`config.mk`:
```
export PLATFORM = sky130hd
export DESIGN_NAME = msbf_relax_alu
export DESIGN_NICKNAME = d
export VERILOG_FILES = /design/src/rtl/core/msbf_pkg.sv /design/src/rtl/core/msbf_relax_alu.sv
export SDC_FILE = /design/constraint.sdc
export NUM_CORES = 1
export LEC_CHECK = 0
export ABC_AREA = 1
export BUFFER_PORTS_ARGS = -buffer_cell sky130_fd_sc_hd__buf_2
export CORE_MARGIN = 1
export CORE_UTILIZATION = 25
export DETAILED_ROUTE_END_ITERATION = 10
export MAX_ROUTING_LAYER = met4
export PLACE_DENSITY_LB_ADDON = 0.12
export SLEW_MARGIN = 30
export SYNTH_ARGS = -nofsm -noshare
export SYNTH_HDL_FRONTEND = slang
export SYNTH_SLANG_ARGS = --single-unit
```
`constraint.sdc`:
```
create_clock -name vclk -period 6.9
set_input_delay 1.38 -clock vclk [all_inputs]
set_output_delay 1.38 -clock vclk [all_outputs]
set_load 0.05 [all_outputs]
```
`src/rtl/core/msbf_pkg.sv`:
```
// Shared constants, types and codes of the multi-source Bellman-Ford block.
package msbf_pkg;

  localparam int unsigned MAX_VERTICES = 1024;
  localparam int unsigned MAX_EDGES    = 4096;
  localparam int unsigned LANES        = 64;

  localparam int unsigned VW = $clog2(MAX_VERTICES);
  localparam int unsigned EW = $clog2(MAX_EDGES);
  localparam int unsigned LW = $clog2(LANES);
  localparam int unsigned DAW = VW + LW;
  localparam int unsigned DIST_DEPTH = MAX_VERTICES * LANES;
  localparam int unsigned ES_DEPTH = MAX_VERTICES + 1;

  localparam logic signed [62:0] DIST_INF = {1'b0, {62{1'b1}}};
  localparam logic signed [62:0] DIST_MIN = {1'b1, {62{1'b0}}};

  typedef enum logic [2:0] {
    ACT_LOAD_OFS = 3'd0,
    ACT_LOAD_EDGE = 3'd1,
    ACT_CLEAR = 3'd2,
    ACT_SET_SRC = 3'd3,
    ACT_RELAX = 3'd4,
    ACT_QUERY = 3'd5
  } action_e;

  typedef enum logic [1:0] {
    CFG_VCOUNT = 2'd0,
    CFG_LCOUNT = 2'd1
  } cfg_idx_e;

  typedef enum logic [3:0] {
    ST_IDLE,
    ST_CLR,
    ST_V_RD0,
    ST_V_RD1,
    ST_V_CHK,
    ST_E_RD,
    ST_E_CHK,
    ST_L_SRC,
    ST_L_DST,
    ST_L_CMP,
    ST_PASS_END,
    ST_Q_WAIT,
    ST_RESP
  } state_e;

  typedef struct packed {
    logic              upd;
    logic signed [62:0] sum;
  } relax_res_t;

endpackage

```
`src/rtl/core/msbf_relax_alu.sv`:
```
// Shared relax unit: saturating add of distance and weight, compare to target.
module msbf_relax_alu
  import msbf_pkg::*;
(
  input  logic signed [62:0] src_i,
  input  logic signed [31:0] weight_i,
  input  logic signed [62:0] dst_i,
  output relax_res_t         res_o
);

  logic signed [63:0] raw;
  logic signed [62:0] sat;

  always_comb begin
    raw = 64'(src_i) + 64'(weight_i);
    if (raw > 64'(DIST_INF)) begin
      sat = DIST_INF;
    end else if (raw < 64'(DIST_MIN)) begin
      sat = DIST_MIN;
    end else begin
      sat = raw[62:0];
    end
    res_o.sum = sat;
    // unreached source relaxes nothing
    res_o.upd = (src_i < DIST_INF) && (sat < dst_i);
  end

endmodule

```
Word level (Yosys, flattened, before mapping)
Index checks and enable logic that the tools add are counted.
{"block": "op_classes", "n_addsub": 1, "order_cmp": 4, "n_mux": 2, "n_reduce_logical": 1}
{"cell": "63-bit two-way mux", "count": 2}
{"cell": "63-bit by 32-bit adder with 64-bit output", "count": 1}
{"cell": "64-bit by 63-bit greater-than comparator with 1-bit output, second input constant", "count": 1}
{"cell": "64-bit by 63-bit less-than comparator with 1-bit output, second input constant", "count": 1}
{"cell": "63-bit less-than comparator", "count": 1}
{"cell": "63-bit less-than comparator, second input constant", "count": 1}
{"cell": "1-bit logical AND", "count": 1}
{"block": "word_totals", "reg_bits": 0, "in_bits": 158, "out_inout_bits": 64}

Depth between registers and ports, before layout
Gate-level depths: netlist (run 1).
{"block": "logic_depth", "depth_word": 6, "depth_mapped": 34, "mapped_depth_nobuf": 33}

Least setup slack after synthesis (run 1)
No wires, ideal clock.
{"block": "synth_timing", "path_kind": "input to output", "startpoint": "input src_i[0]", "endpoint": "output res_o[63] (netlist bit)", "t_arrival_ns": 6.594, "t_required_ns": 5.520, "setup_slack_ns": -1.074, "path_stages": 26, "path_buffers": 0, "path_cell_list": "ha_1 -> inv_1 -> fa_1 -> nor2_1 -> nand3_1 -> nand3_2 -> nand2_1 -> nand2_2 -> a21oi_2 -> o31ai_2 -> a21oi_2 -> o21bai_2 -> a21oi_2 -> xor2_1 -> o21ai_0 -> ha_1 -> a21oi_1 -> nor2_1 -> a211oi_1 -> o221a_2 -> o21ai_0 -> a221oi_1 -> nand2_1 -> nand2_1 -> nand2_1 -> nor2_1"}
{"element": "start: declaration", "line": "msbf_relax_alu.sv:5", "rtl": "input logic signed [62:0] src_i,"}
{"element": "end: declaration", "line": "msbf_relax_alu.sv:8", "rtl": "output relax_res_t res_o"}

==> results.sh, run 1 <==
export IMPL_status="finished, violations left"
export IMPL_violations="setup timing"
export IMPL_syn_inst=1064
export IMPL_dieWidth_um=159
export IMPL_fin_crit_sh=1.00
export IMPL_crit_cells=30
export IMPL_power_density_nw_per_um2=181
export IMPL_report_power_total_mw=1.78
export IMPL_gp_congestion=0.896
export IMPL_synth_common_cells="nand2_1 (259), inv_1 (178), ha_1 (125)"
export IMPL_hold_path_depth=5
export IMPL_drt_iter0_markers=278
export IMPL_syn_to_final_growth_pct=59.9
export IMPL_cts_hold_buf=0
export IMPL_syn_nets=1348
export IMPL_drt_vias_per_instance=4.52
export IMPL_min_from="src_i[0]"
export IMPL_synth_largest_area_cell="ha_1"
export IMPL_stdcell_area_sq_um=9820
export IMPL_drive_gt1_frac=0.387
export IMPL_cp_startpoint="weight_i[0]"
export IMPL_fillCellCount=2696
export IMPL_seq_cells=0
export IMPL_coreArea_sq_um=23800
export IMPL_die_y_um=159
export IMPL_fin_ws_ns=-0.0260
export IMPL_wl_met3_um=841
export IMPL_synth_cell_types=49
export IMPL_dpl_cell_area_sq_um=9450
export IMPL_nClkBuffers=0
export IMPL_cp_required_ns=5.52
export IMPL_highest_layer="met4"
export IMPL_cp_start_kind="primary input"
export IMPL_critPathSlowestCell="fa_2"
export IMPL_final_max_slew_viol_count=0
export IMPL_setup_violations=1
export IMPL_crit_buf_inv=5
export IMPL_grt_ovfl_total=0
export IMPL_critical_path_max_stage_delay_ns=0.41
export IMPL_pre_cts_ws_ns=-0.264
export IMPL_crit_type="primary input to primary output"
export IMPL_utilization=0.413
export IMPL_synth_area_top_cells="ha_1 (25%), nand2_1 (16%), inv_1 (11%), a21oi_1 (7.4%), nor2_1 (6.6%)"
export IMPL_rsz0062_at_grt="true"
export IMPL_fmax_mhz=144
export IMPL_synth_most_common_cell="nand2_1"
export IMPL_min_period_ns=6.93
export IMPL_yosysSeqAreaShare=0
export IMPL_grt_max_degree=33
export IMPL_wl_met1_um=12400
export IMPL_hpwl_um=23400
export IMPL_antenna_found_initial=1
export IMPL_io_pins=222
export IMPL_num_vias=8180
export IMPL_p_leak_nw=5.40
export IMPL_met2_length_um=12100
export IMPL_end_kind="primary output"
export IMPL_synth_top_cell_area_share=0.255
export IMPL_wire_per_inst_um=14.1
export IMPL_hold_viol_final=0
export IMPL_worst_pin_slew_ns=0.654
export IMPL_grt_pass1_wl_um=39300
export IMPL_first_pass_iters=5
export IMPL_avgSynthCellArea_sq_um=5.77
export IMPL_grt_pass1_vias=7968
export IMPL_vdd_ir_drop_max_v=0.000114
export IMPL_cp_common_cell="a21oi_2"
export IMPL_regArea_sq_um=0
export IMPL_drc_errors=0
export IMPL_cp_top_family="compound AO/OA/AOI/OAI gates"
export IMPL_synth_cell_area_sq_um=6140
export IMPL_cp_max_fo=3
export IMPL_final_nets=1776
export IMPL_postRouteAntennaNets=0
export IMPL_slew_headroom=0.560
export IMPL_start_util=0.258
export IMPL_drt_total_wl_um=25600
export IMPL_dieArea_sq_um=25200
export IMPL_hp_class="primary input to primary output"
export IMPL_track_usage=0.204
export IMPL_layoutNonFillerInstCount=1810
export IMPL_crit_arrival_ns=5.55
export IMPL_cap_violations=0
export IMPL_numPortBuffers=222
export IMPL_yosys_warnings=0
export IMPL_rows=56
export IMPL_dp_cells=1800
cells by family (layout without fill, tap and decap cells):
logic type      count (synthesis)  count (layout)  share of synthesized area
fa+ha+maj                     126             126                      0.258
compound gates                223             223                      0.212
xor+xnor                       57              57                     0.0813
other cells                     0               1                          0
simple gates                  462             462                      0.328
buf+inv                       196             622                      0.121
worst min-delay path, cell delays in order:
cell	delay, ns
buf_6	0.08
ha_4	0.11
nand2_2	0.06
nand2_1	0.06
buf_2	0.25
through the flow:
step                      hold WS, ns  TNS, ns
after detailed placement         3.34   -0.264
after CTS                        3.34  -0.0482
after global routing             3.35   -0.366
after floorplan                  3.21        0
after global placement           3.34   -0.226
final                            3.32  -0.0260
layout by cell type, fill, tap and decap left out, types with 5 or more instances in the layout:
cell type,instances
a31oi_1,8
nand3_1,13
buf_2,219
buf_12,6
xor2_1,31
o21ai_1,20
a211oi_1,7
nor2_1,105
a21o_1,5
a21oi_2,13
a21oi_4,5
nand3_2,9
ha_1,119
nand2_1,254
ha_4,5
nor3_1,8
o21ai_2,37
buf_4,210
xnor2_1,24
nand2_2,14
nand2_4,9
o21ai_4,6
a21oi_1,81
inv_1,176
nand4_1,23
inv_2,7
nor4_1,6
o21ai_0,13
nor2_2,7
final cells by class:
| class | count | area [sq um] | area share |
|---|---|---|---|
| antenna | 1 | 2.50 | 0.000255 |
| inverter | 183 | 687 | 0.0700 |
| timing repair buffer | 439 | 2850 | 0.290 |
| tap | 319 | 399 | 0.0407 |
| multi-input combinational | 868 | 5880 | 0.599 |
worst paths after layout:
kind	end	slack (ns)
worst min-delay path	res_o[0]	3.32
worst max-delay path	res_o[63]	-0.03
layer usage:
metal,vias up,global-route usage
met5,-,-
met4,0,0.0174
met3,14,0.00544
met2,153,0.365
met1,3635,0.265
li1,4378,-
power breakdown:
part	internal (mW)	switching [mW]	total, mW	leakage [nW]
registers	0	0	0	0
logic	0.667	1.11	1.78	5.40
clock network	0.0000000194	0	0.0000000194	0.00000634
timing repair:
item / in CTS / in global routing
endpoints found under the hold margin: 0 / 0
gates resized for setup: 24 / 35
setup endpoints to repair: 1 / 1
buffers inserted: 4 / 5
pin swaps: 15 / 21
Power figures use the tool's default switching activity.
==> run 2: changes to the inputs <==
--- a/config.mk
+++ b/config.mk
@@ -12,6 +12,7 @@
 export DETAILED_ROUTE_END_ITERATION = 10
 export MAX_ROUTING_LAYER = met4
 export PLACE_DENSITY_LB_ADDON = 0.12
+export RECOVER_POWER = 25
 export SLEW_MARGIN = 30
 export SYNTH_ARGS = -nofsm -noshare
 export SYNTH_HDL_FRONTEND = slang
==> run 2 against run 1 <==
Net effect:
- the flow still finishes with violations (setup timing)
- design area fell by 0.18%
- combinational power is essentially flat
- maximum frequency increased by 0.14%
- first-iteration DRC count shrank 1.8%
- clock-buffer cell count did not move
- die area unchanged
- routed wire length about the same
- sequential share of layout area did not move
- cell count did not move
- global-route usage stayed put
- total power is 0.34% lower
- non-clock buffer count unchanged
- largest cell class unchanged
- largest power group unchanged
- highest routed layer unchanged
==> results.sh, run 2 (synthesis results as in run 1) <==
export IMPL_status="finished, violations left"
export IMPL_violations="setup timing"
export IMPL_drt_total_wl_um=25600
export IMPL_final_max_slew_viol_count=0
export IMPL_dp_cells=1800
export IMPL_grt_pass1_vias=7968
export IMPL_rows=56
export IMPL_track_usage=0.204
export IMPL_start_util=0.258
export IMPL_drt_iter0_markers=273
export IMPL_tns_ns=-0.0167
export IMPL_num_vias=8182
export IMPL_cp_required_ns=5.52
export IMPL_grt_ovfl_total=0
export IMPL_worst_pin_slew_ns=0.654
export IMPL_drc_errors=0
export IMPL_grt_use_met3=0.00544
export IMPL_first_pass_iters=5
export IMPL_nClkBuffers=0
export IMPL_fillCellCount=2704
export IMPL_fin_crit_sh=1.00
export IMPL_drive_gt1_frac=0.378
export IMPL_crit_type="primary input to primary output"
export IMPL_cp_start_kind="primary input"
export IMPL_drt_vias_per_instance=4.52
export IMPL_regArea_sq_um=0
export IMPL_cap_violations=0
export IMPL_syn_to_final_growth_pct=59.6
export IMPL_grt_max_degree=33
export IMPL_layoutNonFillerInstCount=1810
export IMPL_cp_max_fo=3
export IMPL_vdd_ir_drop_max_v=0.000114
export IMPL_setup_violations=1
export IMPL_wire_per_inst_um=14.1
export IMPL_multi_input_comb_area_sq_um=5880
export IMPL_io_pins=222
export IMPL_fmax_mhz=145
export IMPL_gr_usage_met2=0.365
export IMPL_hp_class="primary input to primary output"
export IMPL_power_density_nw_per_um2=181
export IMPL_fin_ws_ns=-0.0167
export IMPL_gr_max_usage_layer="met2"
export IMPL_min_period_ns=6.92
export IMPL_antenna_found_initial=1
export IMPL_rsz0062_at_grt="true"
export IMPL_coreArea_sq_um=23800
export IMPL_hpwl_um=23400
export IMPL_dieWidth_um=159
export IMPL_slew_headroom=0.560
export IMPL_hold_ws_ns=3.32
export IMPL_gp_congestion=0.896
export IMPL_utilization=0.413
export IMPL_final_cell_mix="nand2_1 (254), buf_4 (210), buf_2 (205)"
export IMPL_final_nets=1776
export IMPL_dieArea_sq_um=25200
export IMPL_use_met1=0.265
export IMPL_end_kind="primary output"
export IMPL_cp_endpoint="res_o[63]"
export IMPL_postRouteAntennaNets=0
export IMPL_cp_startpoint="weight_i[0]"
export IMPL_critical_path_max_stage_delay_ns=0.41
export IMPL_hold_viol_final=0
export IMPL_p_leak_nw=5.37
export IMPL_crit_arrival_ns=5.54
export IMPL_grt_pass1_wl_um=39300
export IMPL_critPathSlowestCell="fa_2"
export IMPL_numPortBuffers=222
export IMPL_die_y_um=159
export IMPL_cp_common_cell="a21oi_2"
export IMPL_mostFrequentLayoutCell="nand2_1"
export IMPL_seq_cells=0
run 2: per-layer routing:
layer	up-vias	wire, um
met3	14	861
met5	-	0
met1	3636	12300
met4	0	231
li1	4379	-
met2	153	12100
run 2: per-stage QoR:
step	setup slack, ns	power, mW	instance area (sq um)
after detailed placement	-0.264	1.74	9450
after global placement	-0.226	1.74	9450
after global routing	-0.366	1.93	9800
after CTS	-0.0482	1.77	9610
final	-0.0167	1.78	9800
after floorplan	0.00872	1.09	6360
run 2: worst min path at each step:
stage / from / endpoint / depth (start not counted)
global route: src_i[0] / res_o[0] / 5
detailed placement: weight_i[0] / res_o[0] / 5
CTS: weight_i[0] / res_o[0] / 5
floorplan: dst_i[62] / res_o[63] / 5
global placement: weight_i[0] / res_o[0] / 5
finish: src_i[0] / res_o[0] / 5
run 2: cell type report:
class                           instances  share of cell area
Tap cell                              319              0.0407
Inverter                              183              0.0701
Timing Repair Buffer                  439               0.289
Antenna cell                            1            0.000255
Multi-Input combinational cell        868               0.600
run 2: critical path: cells and delay by family:
family,cells,cell delay [ns]
buffers and inverters,5,0.52
xor gates and xnor gates,1,0.20
and+or+nand+nor,9,0.84
AOI/OAI and AO/OA,12,1.83
adders and majority gates,3,0.77
run 2: timing repair:
item / in CTS / in global routing
buffers inserted: 4 / 5
endpoints found under the setup margin: 1 / 1
resized for setup: 24 / 35
pin swaps: 15 / 21
hold endpoints to repair: 0 / 0
hold buffers: 0 / 0
run 2: power by group:
group | total [mW] | switching (mW) | leakage [nW] | internal, mW
Sequential | 0 | 0 | 0 | 0
Clock | 0.0000000194 | 0 | 0.00000634 | 0.0000000194
Combinational | 1.78 | 1.12 | 5.37 | 0.660
Total | 1.78 | 1.12 | 5.37 | 0.660
==> run 3: changes to the inputs <==
--- a/config.mk
+++ b/config.mk
@@ -11,7 +11,6 @@
 export CORE_UTILIZATION = 25
 export DETAILED_ROUTE_END_ITERATION = 10
 export MAX_ROUTING_LAYER = met4
-export PLACE_DENSITY_LB_ADDON = 0.12
 export RECOVER_POWER = 25
 export SLEW_MARGIN = 30
 export SYNTH_ARGS = -nofsm -noshare
==> run 3 against run 2 <==
Net effect:
- global-route usage down 1.1 points
- core utilization down 1.4 points
- worst setup slack better by 0.094 ns
- cell count down 3.8%
- highest routed layer unchanged
- hold slack better by 0.085 ns
- sequential share of layout area unchanged
- the flow now finishes without violations
- via count down 1.2%
- combinational power down 3%
- total power down 2.8%
- clock-buffer cell count unchanged
==> results.sh, run 3 (synthesis results as in run 1) <==
export IMPL_status="finished, final reports clean"
export IMPL_first_pass_iters=6
export IMPL_io_pins=222
export IMPL_numPortBuffers=222
export IMPL_drt_iter0_markers=325
export IMPL_grt_pass1_vias=7747
export IMPL_critPathSlowestCell="ha_1"
export IMPL_track_usage=0.193
export IMPL_gp_congestion=0.924
export IMPL_final_max_slew_viol_count=0
export IMPL_hpwl_um=22000
export IMPL_crit_type="primary input to primary output"
export IMPL_drt_vias_per_instance=4.64
export IMPL_rows=56
export IMPL_mostFrequentLayoutCell="nand2_1"
export IMPL_grt_max_degree=33
export IMPL_start_util=0.258
export IMPL_final_nets=1705
export IMPL_dp_cells=1728
export IMPL_fmax_mhz=147
export IMPL_grt_pass1_wl_um=37300
export IMPL_power_density_nw_per_um2=182
export IMPL_cp_required_ns=5.52
export IMPL_whs_endpoint="res_o[12]"
export IMPL_antenna_found_initial=3
export IMPL_drc_errors=0
export IMPL_pre_cts_ws_ns=-0.308
export IMPL_min_from="weight_i[12]"
export IMPL_die_y_um=159
export IMPL_cp_start_kind="primary input"
export IMPL_crit_buf_inv=4
export IMPL_crit_arrival_ns=5.44
export IMPL_hold_ws_ns=3.41
export IMPL_regArea_sq_um=0
export IMPL_cp_max_fo=4
export IMPL_end_kind="primary output"
export IMPL_seq_cells=0
export IMPL_fin_ws_ns=0.0773
export IMPL_cts_hold_buf=0
export IMPL_hold_path_depth=5
export IMPL_min_period_ns=6.82
export IMPL_hold_viol_final=0
export IMPL_wire_per_inst_um=14.2
export IMPL_cp_common_cell="nand2_1"
export IMPL_cp_top_family="compound AO/OA/AOI/OAI gates"
export IMPL_postRouteAntennaNets=0
export IMPL_p_leak_nw=5.05
export IMPL_final_cell_mix="nand2_1 (252), buf_2 (203), inv_1 (175)"
export IMPL_drt_total_wl_um=24700
export IMPL_setup_violations=0
export IMPL_dieArea_sq_um=25200
export IMPL_drive_gt1_frac=0.359
export IMPL_dieWidth_um=159
export IMPL_layoutNonFillerInstCount=1741
export IMPL_syn_to_final_growth_pct=54.0
export IMPL_critical_path_max_stage_delay_ns=0.33
export IMPL_grt_ovfl_total=0
export IMPL_cap_violations=0
export IMPL_slew_headroom=0.422
export IMPL_vdd_ir_drop_max_v=0.000110
export IMPL_nClkBuffers=0
export IMPL_fin_crit_sh=0.989
export IMPL_num_vias=8083
export IMPL_hp_class="primary input to primary output"
export IMPL_coreArea_sq_um=23800
export IMPL_worst_pin_slew_ns=0.859
export IMPL_rsz0062_at_grt="true"
==> run 3: routing by layer <==
layer  GRT usage  up-vias  routed length (um)
li1            -     4237                   -
met1       0.231     3626               10800
met2       0.356      192               12300
met3     0.00817       28                 927
met4      0.0426        0                 618
met5           -        -                   0
==> run 3: worst min-delay path, stage by stage <==
cell     delay [ns]
buf_2          0.10
ha_4           0.15
xnor2_1        0.13
o21ai_2        0.07
buf_2          0.21
==> run 3: worst max path at each step <==
stage	from	endpoint	slack, ns	cells past startpoint
after floorplan	src_i[6]	res_o[63]	0.009	28
after global placement	weight_i[31]	res_o[63]	-0.23	28
after detailed placement	weight_i[31]	res_o[63]	-0.31	26
after CTS	src_i[4]	res_o[63]	0.003	30
after global routing	src_i[2]	res_o[63]	-0.21	31
final	src_i[25]	res_o[63]	0.08	27
==> run 3: stage by stage <==
step           setup TNS (ns)  power (mW)  instance area (sq um)   util
3_5_place_dp           -0.308        1.64                   8900  0.375
3_3_place_gp           -0.228        1.64                   8900  0.375
6_report                    0        1.72                   9460  0.398
2_1_floorplan               0        1.09                   6360      -
5_1_grt                -0.212        1.87                   9460  0.398
4_1_cts                     0        1.70                   9250  0.389
==> run 3: cell type report <==
class | count | area (sq um)
fillers | 2586 | 14300
multi-input cells | 868 | 6060
repair buffers | 368 | 2300
inverters | 183 | 689
well taps | 319 | 399
diodes | 3 | 7.51
==> run 3: repair_timing <==
item,in CTS,in global routing
endpoints found under the setup margin,1,1
pin swaps,34,24
cloned,0,1
buffers inserted,7,2
resized for setup,54,30
==> run 3: power breakdown <==
group | internal, mW | switching [mW] | leakage [nW] | total, mW
logic | 0.608 | 1.12 | 5.05 | 1.72
registers | 0 | 0 | 0 | 0
clock network | 0.0000000582 | 0 | 0.0000190 | 0.0000000582
total | 0.608 | 1.12 | 5.05 | 1.72
