==> src/rtl/core/msbf_ram.sv <==
// Generic single-port RAM with registered read.
module msbf_ram #(
  parameter int unsigned WIDTH = 8,
  parameter int unsigned DEPTH = 16
) (
  input  logic                     clk_i,
  input  logic                     we_i,
  input  logic [$clog2(DEPTH)-1:0] addr_i,
  input  logic [WIDTH-1:0]         wdata_i,
  output logic [WIDTH-1:0]         rdata_o
);

  logic [WIDTH-1:0] mem [DEPTH];

  always_ff @(posedge clk_i) begin
    if (we_i) begin
      mem[addr_i] <= wdata_i;
    end
    rdata_o <= mem[addr_i];
  end

endmodule

==> config.mk <==
export PLATFORM = sky130hd
export DESIGN_NAME = msbf_ram
export DESIGN_NICKNAME = d
export VERILOG_FILES = /design/src/rtl/core/msbf_ram.sv
export SDC_FILE = /design/constraint.sdc
export NUM_CORES = 1
export LEC_CHECK = 0
export BUFFER_PORTS_ARGS = -buffer_cell sky130_fd_sc_hd__buf_2
export CORE_ASPECT_RATIO = 1.5
export CORE_MARGIN = 2
export CORE_UTILIZATION = 41
export DETAILED_ROUTE_END_ITERATION = 12
export PLACE_DENSITY = 0.58
export SLEW_MARGIN = 20
export SYNTH_ARGS = -nofsm -noshare
export SYNTH_HDL_FRONTEND = slang
export SYNTH_SLANG_ARGS = --single-unit
export TNS_END_PERCENT = 100
==> constraint.sdc <==
create_clock -name clk_i -period 1.96 [get_ports clk_i]
set_clock_uncertainty 0.05 [all_clocks]
set_input_delay 0.392 -clock clk_i [delete_from_list [all_inputs] [get_ports clk_i]]
set_output_delay 0.392 -clock clk_i [all_outputs]
set_load 0.01 [all_outputs]
# --- Word level (Yosys, flattened, before mapping) ---
# Memories as Yosys holds them, arrays and structs flattened. A register that Yosys moved wholly into a read port is not among the register bits.
# Index checks and enable logic that the tools add are counted.
word_totals:
  n_memories: 1
  ram_bits: 128
  reg_bits: 0
  input_bits: 14
  out_inout_bits: 8
memory_table:
  columns: ["memory", "depth", "width", "read_ports", "rd_clocked_by_memory_dff", "wr", "line", "source"]
  rows:
  - ["mem", 16, 8, 1, 1, 1, "13", "logic [WIDTH-1:0] mem [DEPTH];"]
op_classes:
  mux: 2
ops:
  columns: ["op", "count"]
  rows:
  - ["1-bit two-way mux", 2]

# --- Depth between registers and ports, before layout ---
# Gate-level depths: netlist of the first run.
depth:
  ltp_word: 2
  depth_mapped: 5
  ltp_nobuf: 3

# --- Worst setup path before layout of the first run ---
# Ideal clock, no wire load.
synth_path:
  path_kind: "input-to-reg"
  start: "input addr_i[2]"
  end: "memory mem[0][0] (enable)"
  slack_ns: 0.025
  n_path_buf: 0
  setup_ns: 0.383
  t_arrival_ns: 1.502
  cell_stages: 2
  path_cell_list: "or3b_2 nor3_1"
synth_rtl:
  columns: ["item", "line", "source"]
  rows:
  - ["start, declared", "8", "input logic [$clog2(DEPTH)-1:0] addr_i,"]
  - ["end, declared", "13", null]
# No word-level cell before the write port.

# --- Final worst setup path of the first run ---
layout_path:
  start: "input addr_i[2]"
  end: "memory mem[0][0] (enable)"
# No word-level cell before the write port.

==> insert_results.sql, run 1 <==
INSERT INTO impl_metrics (metric_group, metric, value, unit) VALUES
('synthesis', 'gate_count_after_technology_mapping', '230', ''),
('critical_path', 'ff2ff_setup_slack', '610', 'ps'),
('place', 'buffer_ports.inserted', '21', ''),
('clock_network', 'clock_tree.htree_level_count', '4', ''),
('status', 'outcome', 'complete, no violations', ''),
('clock_network', 'clkLatencyLatePin', '420', 'ps'),
('run', 'drv_cap', '0', ''),
('synthesis', 'synth_compound_gate_area_share', '2.37', '%'),
('sta', 'post-route-period-util', '76.8', '%'),
('critical_path', 'worst-path-buf-inv', '2', ''),
('layout', 'nets', '306', ''),
('clock_network', 'maximum_clock_path_buffer_count', '2', ''),
('synthesis', 'synth-main-ff-cell', 'edfxtp_1', ''),
('floorplan', 'fp.dieArea', '0.0133', 'mm²'),
('sta', 'timing.final.hold_violations', '0', ''),
('layout', 'drive_above_1_share', '37.4', '%'),
('critical_path', 'regToRegStartpoint', 'mem[3][0]', ''),
('synthesis', 'ys_seq_area_share', '79.0', '%'),
('power', 'power-per-cell-area', '1110', 'mW/mm²'),
('sta', 'highest_clock_frequency_the_design_can_meet', '0.665', 'GHz'),
('worst_hold_path', 'min_path_type', 'in2reg', ''),
('worst_hold_path', 'hp-start', 'wdata_i[7]', ''),
('clock_network', 'cts_setup_buffers', '0', ''),
('sta', 'final_setup_viols', '0', ''),
('layout', 'insertedDiodeCount', '0', ''),
('power', 'irDropWorstVdd', '0.601', 'mV'),
('critical_path', 'worst-endpoint-required', '2030', 'ps'),
('synthesis', 'synth_simple_gate_area_share', '3.21', '%'),
('routing', 'drcViolationCount', '0', ''),
('place', 'post-place-cells', '426', ''),
('global_route', 'grt_usage', '17.1', '%'),
('clock_network', 'clk_transition_reported_paths', '60', 'ps'),
('synthesis', 'synth-seq-cells', '136', ''),
('sta', 'setup_tns', '0', 'ps'),
('global_route', 'gr-total-overflow', '0', ''),
('place', 'finalWeightedCongestion', '0.770', ''),
('routing', 'route.vias.total', '2464', ''),
('clock_network', 'cts_made_buffers', '17', ''),
('floorplan', 'fp.coreArea', '0.0120', 'mm²'),
('global_route', 'grt_pass1_wl', '15.6', 'mm'),
('floorplan', 'fp.dieW', '94.8', 'µm'),
('sta', 'tightest_hold_margin', '301', 'ps'),
('clock_network', 'cts.root.buffer_cell', 'clkbuf_16', ''),
('critical_path', 'worst-endpoint-arrival', '1580', 'ps'),
('synthesis', 'avgSynthCellArea', '22.0', 'µm²'),
('synthesis', 'post_synthesis_mux_area_share', '14.2', '%'),
('critical_path', 'critPathTopFamily', 'simple AND/OR/NAND/NOR gates', ''),
('critical_path', 'critPathLaunchType', 'input pin', ''),
('synthesis', 'synth_adder_area_share', '0', '%'),
('synthesis', 'synth-async-reset-ratio', '0', '%'),
('layout', 'flow.area_growth_from_synthesis', '22.3', '%'),
('clock_network', 'tritoncts', 'yes', ''),
('synthesis', 'ys.warnings.count', '0', ''),
('place', 'area_after_dpl', '0.00559', 'mm²'),
('global_route', 'grt_pass1_vias', '2579', ''),
('routing', 'drt_first_iter_violations', '161', ''),
('floorplan', 'initial_core_util', '42.2', '%'),
('sta', 'grt_setup_unrepaired', 'no', ''),
('global_route', 'grt_start_max_net_pins', '19', ''),
('critical_path', 'critical_path.endpoint_type', 'register', ''),
('layout', 'n_fill_cell', '996', ''),
('routing', 'route.detailed.vias_per_inst', '5.38', ''),
('synthesis', 'synth_edf_count', '128', ''),
('critical_path', 'crit_path_max_fanout', '8', ''),
('sta', 'worst_slew_pin_slew', '783', 'ps'),
('sta', 'fin_ws', '456', 'ps'),
('sta', 'max_slew_margin', '47.7', '%'),
('place', 'post-dp-hpwl', '6.68', 'mm'),
('floorplan', 'fp-row-count', '49', ''),
('place', 'setup_slack_at_placement', '21.0', 'ps'),
('synthesis', 'postSynthNetCount', '244', '');
## flip-flops by register name, indices dropped and copies added, names as in the netlist
signal	count
rdata_o	8
mem	128
## cells by family (layout without fill, tap and decap cells)
group           after synthesis  in the layout
buf+inv                      11             86
mux                          32             32
flops                       136            136
compound gates               16             16
simple gates                 35             35
## area by class of cell
class                      count  area, µm²  share of cell area, %
multi-input combinational     83       1000                   16.2
timing repair buffer          54        390                   6.30
sequential                   136       4000                   64.6
tap                          153        191                   3.09
clock buffer                  19        433                   6.98
clock inverter                13        176                   2.85
## power by group
group          internal (mW)  switching, mW  total, mW  leakage (nW)
sequential              3.25         0.0192       3.27          1.22
combinational          0.145          0.180      0.325         0.580
clock                   2.12           1.16       3.28         0.287
total                   5.51           1.36       6.87          2.09
## worst paths after layout
kind	endpoint	depth (start not counted)
max reg2reg	rdata_o[0]	3
min reg2reg	rdata_o[2]	3
max	mem[0][0]	4
min	mem[5][7]	1
## cell usage after synthesis (2+ instances only)
library cell | count | area [µm²]
nor2_1 | 13 | 48.8
edfxtp_1 | 128 | 3840
buf_6 | 2 | 22.5
nor2b_1 | 2 | 12.5
nand3b_1 | 2 | 15.0
nor3_1 | 4 | 20.0
buf_2 | 2 | 10.0
nand2_1 | 9 | 33.8
nand2b_1 | 2 | 12.5
a22oi_1 | 16 | 120
buf_1 | 4 | 15.0
mux4_2 | 32 | 721
clkbuf_1 | 2 | 7.51
dfxtp_1 | 8 | 160
## layout by cell type (no fill, tap or decap), drive strengths merged
cell type / synthesis / final
nand3b: 2 / 2
nor2b: 2 / 2
nand3: 1 / 1
and2: 1 / 1
dfxtp: 8 / 8
clkinv: 0 / 4
a22oi: 16 / 16
mux4: 32 / 32
inv: 0 / 2
or3b: 1 / 1
nand2: 9 / 9
nand2b: 2 / 2
clkbuf: 3 / 19
nor2: 13 / 13
edfxtp: 128 / 128
buf: 8 / 54
clkinvlp: 0 / 3
nor3: 4 / 4
bufinv: 0 / 4
## per-layer routing
metal  wire length, µm  vias to the layer above  share of wire [%]  GRT usage (%)
met5                 0                        -                  0              0
met4               140                        0                1.4           6.25
met3               363                       11                3.6           6.13
met2              5380                       50                 54           28.2
met1              4140                     1315                 41           20.4
li1                  -                     1088                  -              -
Note: power is estimated with default switching activity, not from simulation.
==> run 2: changes to the inputs <==
Clock period 1.96 ns to 1.3 ns, I/O delays scaled along.
==> insert_results.sql, run 2 (synthesized netlist as in run 1, its figures left out) <==
INSERT INTO impl_metrics (metric_group, metric, value, unit) VALUES
('clock_network', 'clock_sink_count', '136', ''),
('sta', 'drv_slew', '0', ''),
('critical_path', 'crit_path_max_fanout', '1', ''),
('clock_network', 'cts_made_buffers', '17', ''),
('power', 'power-per-cell-area', '1570', 'mW/mm²'),
('global_route', 'grt_pass1_vias', '2742', ''),
('power', 'irDropWorstVdd', '0.879', 'mV'),
('layout', 'layout_common_cells', '128 x edfxtp_1, 32 x mux4_2, 21 x buf_2', ''),
('critical_path', 'critPathLaunchType', 'register', ''),
('global_route', 'grt_pass1_wl', '15.9', 'mm'),
('place', 'finalWeightedCongestion', '0.718', ''),
('sta', 'setup_tns', '-7.18', 'ps'),
('sta', 'tightest_hold_margin', '192', 'ps'),
('floorplan', 'fp.coreArea', '0.0120', 'mm²'),
('routing', 'drt_first_iter_violations', '134', ''),
('status', 'violations_in_the_final_reports', 'negative setup slack', ''),
('critical_path', 'critical_path.endpoint_type', 'register', ''),
('place', 'area_after_dpl', '0.00596', 'mm²'),
('worst_hold_path', 'min_path_type', 'in2reg', ''),
('sta', 'highest_clock_frequency_the_design_can_meet', '0.765', 'GHz'),
('sta', 'final_setup_viols', '2', ''),
('layout', 'largest_register_ff_count', '128', ''),
('layout', 'drive_above_1_share', '48.9', '%'),
('sta', 'fin_ws', '-6.70', 'ps'),
('sta', 'timing.final.hold_violations', '0', ''),
('clock_network', 'cts_setup_buffers', '0', ''),
('layout', 'nets', '306', ''),
('floorplan', 'die_height', '140', 'µm'),
('sta', 'final_period_minus_worst_setup_slack', '1310', 'ps'),
('clock_network', 'clock_tree.htree_level_count', '4', ''),
('power', 'power_leakage', '2.19', 'nW'),
('clock_network', 'postCtsHoldBufs', '0', ''),
('sta', 'max_slew_margin', '44.8', '%'),
('critical_path', 'worst-setup-path-type', 'reg2reg', ''),
('floorplan', 'fp.dieArea', '0.0133', 'mm²'),
('global_route', 'grt_usage', '17.1', '%'),
('layout', 'finish.instance_area', '0.00663', 'mm²'),
('power', 'clock_power_share', '46.8', '%'),
('clock_network', 'clkLatencyLatePin', '400', 'ps'),
('place', 'post-dp-hpwl', '6.85', 'mm'),
('floorplan', 'initial_core_util', '42.2', '%'),
('clock_network', 'tritoncts', 'yes', ''),
('power', 'p_comb_share', '5.8', '%'),
('sta', 'post-route-period-util', '101', '%'),
('floorplan', 'fp.dieW', '94.8', 'µm'),
('global_route', 'gr-total-overflow', '0', ''),
('critical_path', 'worst-endpoint-required', '1530', 'ps'),
('routing', 'avgRoutedWirePerCell', '21.8', 'µm'),
('layout', 'reg.largest.list', 'mem: 128 flops, rdata_o: 8 flops', ''),
('status', 'outcome', 'complete, but fails checks', ''),
('sta', 'worst_slew_pin_slew', '826', 'ps'),
('critical_path', 'worst-endpoint-arrival', '1540', 'ps'),
('global_route', 'grt_start_max_net_pins', '19', ''),
('routing', 'drt_wirelength', '10.0', 'mm'),
('global_route', 'initial_antenna_violation_count', '0', ''),
('layout', 'registers.top_by_ff_count', 'mem', ''),
('layout', 'insertedDiodeCount', '0', ''),
('place', 'buffer_ports.inserted', '21', ''),
('layout', 'n_fill_cell', '929', ''),
('layout', 'flow.area_growth_from_synthesis', '30.9', '%'),
('routing', 'antenna_violating_nets_post_route', '0', ''),
('routing', 'route.detailed.vias_per_inst', '5.34', ''),
('power', 'power.internal', '8.34', 'mW'),
('run', 'drv_cap', '0', ''),
('routing', 'firstDrtPassIters', '4', ''),
('routing', 'route.vias.total', '2448', ''),
('power', 'power.switching', '2.05', 'mW'),
('floorplan', 'fp-row-count', '49', ''),
('power', 'pwr-share-seq', '47.4', '%'),
('power', 'switching_share', '19.8', '%'),
('layout', 'commonest_non_fill_non_tap_cell_in_the_layout', 'edfxtp_1', ''),
('clock_network', 'clk_transition_reported_paths', '60', 'ps'),
('routing', 'drcViolationCount', '0', ''),
('clock_network', 'cts.root.buffer_cell', 'clkbuf_16', ''),
('sta', 'grt_setup_unrepaired', 'yes', ''),
('clock_network', 'maximum_clock_path_buffer_count', '2', ''),
('floorplan', 'ios', '22', '');
run 2: changes by cell type in the layout (fill, tap and decap cells not counted), sizes merged:
cell | previous run | this run
bufinv | 4 | 3
clkbuf | 19 | 21
inv | 2 | 1
run 2: per-layer routing:
metal,global-route usage (%),vias up,wire length (µm)
met1,19.3,1300,3750
met3,4.68,9,395
met4,5.95,0,131
met5,0,-,0
li1,-,1088,-
met2,30.7,51,5720
run 2: layout make-up:
class | count | area (µm²) | area share, %
flip-flops and latches | 136 | 4000 | 60.4
multi-input cells | 83 | 1220 | 18.4
repair buffers | 54 | 603 | 9.09
clock buffers | 21 | 470 | 7.09
well taps | 153 | 191 | 2.89
clock inverters | 11 | 145 | 2.19
run 2: metrics by stage:
| step | total power, mW | utilization (%) | cells | setup WS (ps) |
|---|---|---|---|---|
| 2_1_floorplan | 5.34 | - | 230 | -144 |
| 3_3_place_gp | 5.60 | 49.6 | 426 | -415 |
| 3_5_place_dp | 5.61 | 49.6 | 426 | -424 |
| 4_1_cts | 10.5 | 55.0 | 458 | -28.9 |
| 5_1_grt | 10.7 | 55.2 | 458 | -55.8 |
| 6_report | 10.4 | 55.2 | 458 | -6.70 |
run 2: worst max-delay path, stage by stage (launching register included):
cell      delay (ps)
edfxtp_1         360
mux4_2           490
a22oi_2          180
nand2_1          100
run 2: what timing repair did:
| action | in CTS | in global routing |
|---|---|---|
| endpoints found under the setup margin | 8 | 8 |
| endpoints found under the hold margin | 0 | 0 |
| pin swaps | 8 | 4 |
| resized for setup | 7 | 5 |
run 2: final timing paths:
kind / start / end / slack, ps / cells after the start
max: mem[3][2] / rdata_o[2] / -7 / 3
max reg2reg: mem[3][2] / rdata_o[2] / -7 / 3
min reg2reg: mem[14][1] / rdata_o[1] / 620 / 3
min: wdata_i[1] / mem[10][1] / 190 / 1
run 2: power groups by stage:
| stage | logic, mW | clock network, mW | registers [mW] |
|---|---|---|---|
| floorplan | 0.312 | 0 | 5.03 |
| global placement | 0.581 | 0 | 5.02 |
| detailed placement | 0.592 | 0 | 5.02 |
| CTS | 0.610 | 4.94 | 4.93 |
| global route | 0.653 | 5.14 | 4.94 |
| finish | 0.600 | 4.87 | 4.93 |
==> run 3: changes to the inputs <==
Settings changed: CTS_BUF_LIST set to sky130_fd_sc_hd__clkbuf_8.
==> insert_results.sql, run 3 (synthesized netlist as in run 1, its figures left out) <==
INSERT INTO impl_metrics (metric_group, metric, value, unit) VALUES
('global_route', 'grt_start_max_net_pins', '19', ''),
('status', 'violations_in_the_final_reports', 'negative setup slack', ''),
('layout', 'reg.largest.list', 'mem: 128 flops, rdata_o: 8 flops', ''),
('layout', 'registers.top_by_ff_count', 'mem', ''),
('global_route', 'initial_antenna_violation_count', '0', ''),
('sta', 'max_slew_margin', '42.2', '%'),
('routing', 'avgRoutedWirePerCell', '21.4', 'µm'),
('layout', 'final_core_util', '53.5', '%'),
('place', 'post-place-cells', '426', ''),
('critical_path', 'worst-setup-path-type', 'reg2reg', ''),
('floorplan', 'fp.coreArea', '0.0120', 'mm²'),
('critical_path', 'worst-endpoint-required', '1550', 'ps'),
('critical_path', 'worst-endpoint-arrival', '1560', 'ps'),
('worst_hold_path', 'min_path_type', 'in2reg', ''),
('critical_path', 'cp_slowest_stage_delay', '490', 'ps'),
('floorplan', 'initial_core_util', '42.2', '%'),
('sta', 'drv_slew', '0', ''),
('clock_network', 'clkLatencyLatePin', '420', 'ps'),
('clock_network', 'tritoncts', 'yes', ''),
('layout', 'drive_above_1_share', '47.9', '%'),
('clock_network', 'cts_made_buffers', '17', ''),
('status', 'outcome', 'complete, but fails checks', ''),
('critical_path', 'critPathTopFamily', 'multiplexers', ''),
('routing', 'firstDrtPassIters', '4', ''),
('floorplan', 'fp.dieArea', '0.0133', 'mm²'),
('layout', 'largest_register_ff_count', '128', ''),
('layout', 'finish.instance_area', '0.00643', 'mm²'),
('critical_path', 'worstPathCellList', 'mux4_2 -> a22oi_2 -> nand2_1', ''),
('layout', 'layout_common_cells', '128 x edfxtp_1, 32 x mux4_2, 21 x buf_2', ''),
('place', 'finalWeightedCongestion', '0.718', ''),
('layout', 'nets', '306', ''),
('floorplan', 'die_height', '140', 'µm'),
('clock_network', 'clock_sink_count', '136', ''),
('sta', 'fin_ws', '-10.4', 'ps'),
('layout', 'commonest_non_fill_non_tap_cell_in_the_layout', 'edfxtp_1', ''),
('place', 'area_after_dpl', '0.00596', 'mm²'),
('sta', 'setup_tns', '-10.4', 'ps'),
('routing', 'drt_first_iter_violations', '171', ''),
('run', 'drv_cap', '0', ''),
('clock_network', 'clock_tree.htree_level_count', '4', ''),
('power', 'power-per-cell-area', '1410', 'mW/mm²'),
('floorplan', 'fp.dieW', '94.8', 'µm'),
('routing', 'drcViolationCount', '0', ''),
('clock_network', 'clk_transition_reported_paths', '80', 'ps'),
('floorplan', 'ios', '22', ''),
('layout', 'final-instance-count-excl-fill', '458', ''),
('global_route', 'grt_pass1_vias', '2740', ''),
('power', 'irDropWorstVdd', '0.661', 'mV'),
('global_route', 'grt_usage', '16.8', '%'),
('sta', 'post-route-period-util', '101', '%'),
('sta', 'final_period_minus_worst_setup_slack', '1310', 'ps'),
('sta', 'worst_slew_pin_slew', '865', 'ps'),
('routing', 'route.detailed.vias_per_inst', '5.29', ''),
('critical_path', 'ff2ff_setup_slack', '-10', 'ps'),
('sta', 'timing.final.hold_violations', '0', ''),
('sta', 'final_setup_viols', '1', ''),
('sta', 'grt_setup_unrepaired', 'yes', ''),
('power', 'power_leakage', '2.10', 'nW'),
('global_route', 'gr-total-overflow', '0', ''),
('critical_path', 'worst-path-buf-inv', '0', ''),
('floorplan', 'fp-row-count', '49', ''),
('routing', 'drt_wirelength', '9.79', 'mm'),
('critical_path', 'crit_path_max_fanout', '1', ''),
('clock_network', 'cts.root.buffer_cell', 'clkbuf_8', ''),
('layout', 'flow.area_growth_from_synthesis', '26.9', '%'),
('routing', 'route.vias.total', '2425', ''),
('place', 'post-dp-hpwl', '6.85', 'mm'),
('critical_path', 'critical_path.endpoint_type', 'register', ''),
('global_route', 'grt_pass1_wl', '15.5', 'mm'),
('routing', 'antenna_violating_nets_post_route', '0', ''),
('layout', 'insertedDiodeCount', '0', ''),
('critical_path', 'timing.critical_path.slowest_stage_cell', 'mux4_2', ''),
('sta', 'highest_clock_frequency_the_design_can_meet', '0.763', 'GHz'),
('place', 'setup_slack_at_placement', '-424', 'ps'),
('clock_network', 'cts_setup_buffers', '0', ''),
('clock_network', 'maximum_clock_path_buffer_count', '2', ''),
('critical_path', 'critPathLaunchType', 'register', ''),
('place', 'buffer_ports.inserted', '21', '');
## run 3: cell count changes in the layout (fill, tap and decap cells not counted), sizes merged
cell and delta:
clkbuf -1, inv +1
## run 3: repair_timing
action / in CTS / in global routing
pin swaps: 7 / 5
endpoints found under the setup margin: 7 / 7
hold buffers: 0 / 0
resized for setup: 6 / 3
## run 3: layout make-up
cell class / count / area (µm²)
Sequential cell: 136 / 4000
Tap cell: 153 / 191
Multi-Input combinational cell: 83 / 1210
Timing Repair Buffer: 54 / 603
Fill cell: 961 / 5590
Clock inverter: 12 / 149
Clock buffer: 20 / 275
## run 3: worst paths after layout
| check | from | to | cells past startpoint |
|---|---|---|---|
| max reg2reg | mem[3][2] | rdata_o[2] | 3 |
| max | mem[3][2] | rdata_o[2] | 3 |
| min reg2reg | mem[12][1] | rdata_o[1] | 3 |
| min | wdata_i[1] | mem[10][1] | 1 |
## run 3: per-layer routing
layer	part of all wire, %	vias to the layer above	global-route usage [%]	wire length, µm
li1	-	1088	-	-
met2	58	41	30.5	5650
met5	0	-	0	0
met4	1.5	0	6.18	151
met3	3.0	12	4.52	290
met1	38	1284	18.4	3700
## run 3: metrics by stage
| step | power, mW | hold WS (ps) |
|---|---|---|
| 3_3_place_gp | 5.60 | 602 |
| 5_1_grt | 9.43 | 145 |
| 6_report | 9.08 | 172 |
| 2_1_floorplan | 5.34 | 309 |
| 4_1_cts | 9.18 | 147 |
| 3_5_place_dp | 5.61 | 611 |
## run 3: power breakdown
part / total (mW) / switching, mW / internal, mW
sequential: 4.92 / 0.0255 / 4.90
clock: 3.57 / 1.53 / 2.04
combinational: 0.595 / 0.322 / 0.273
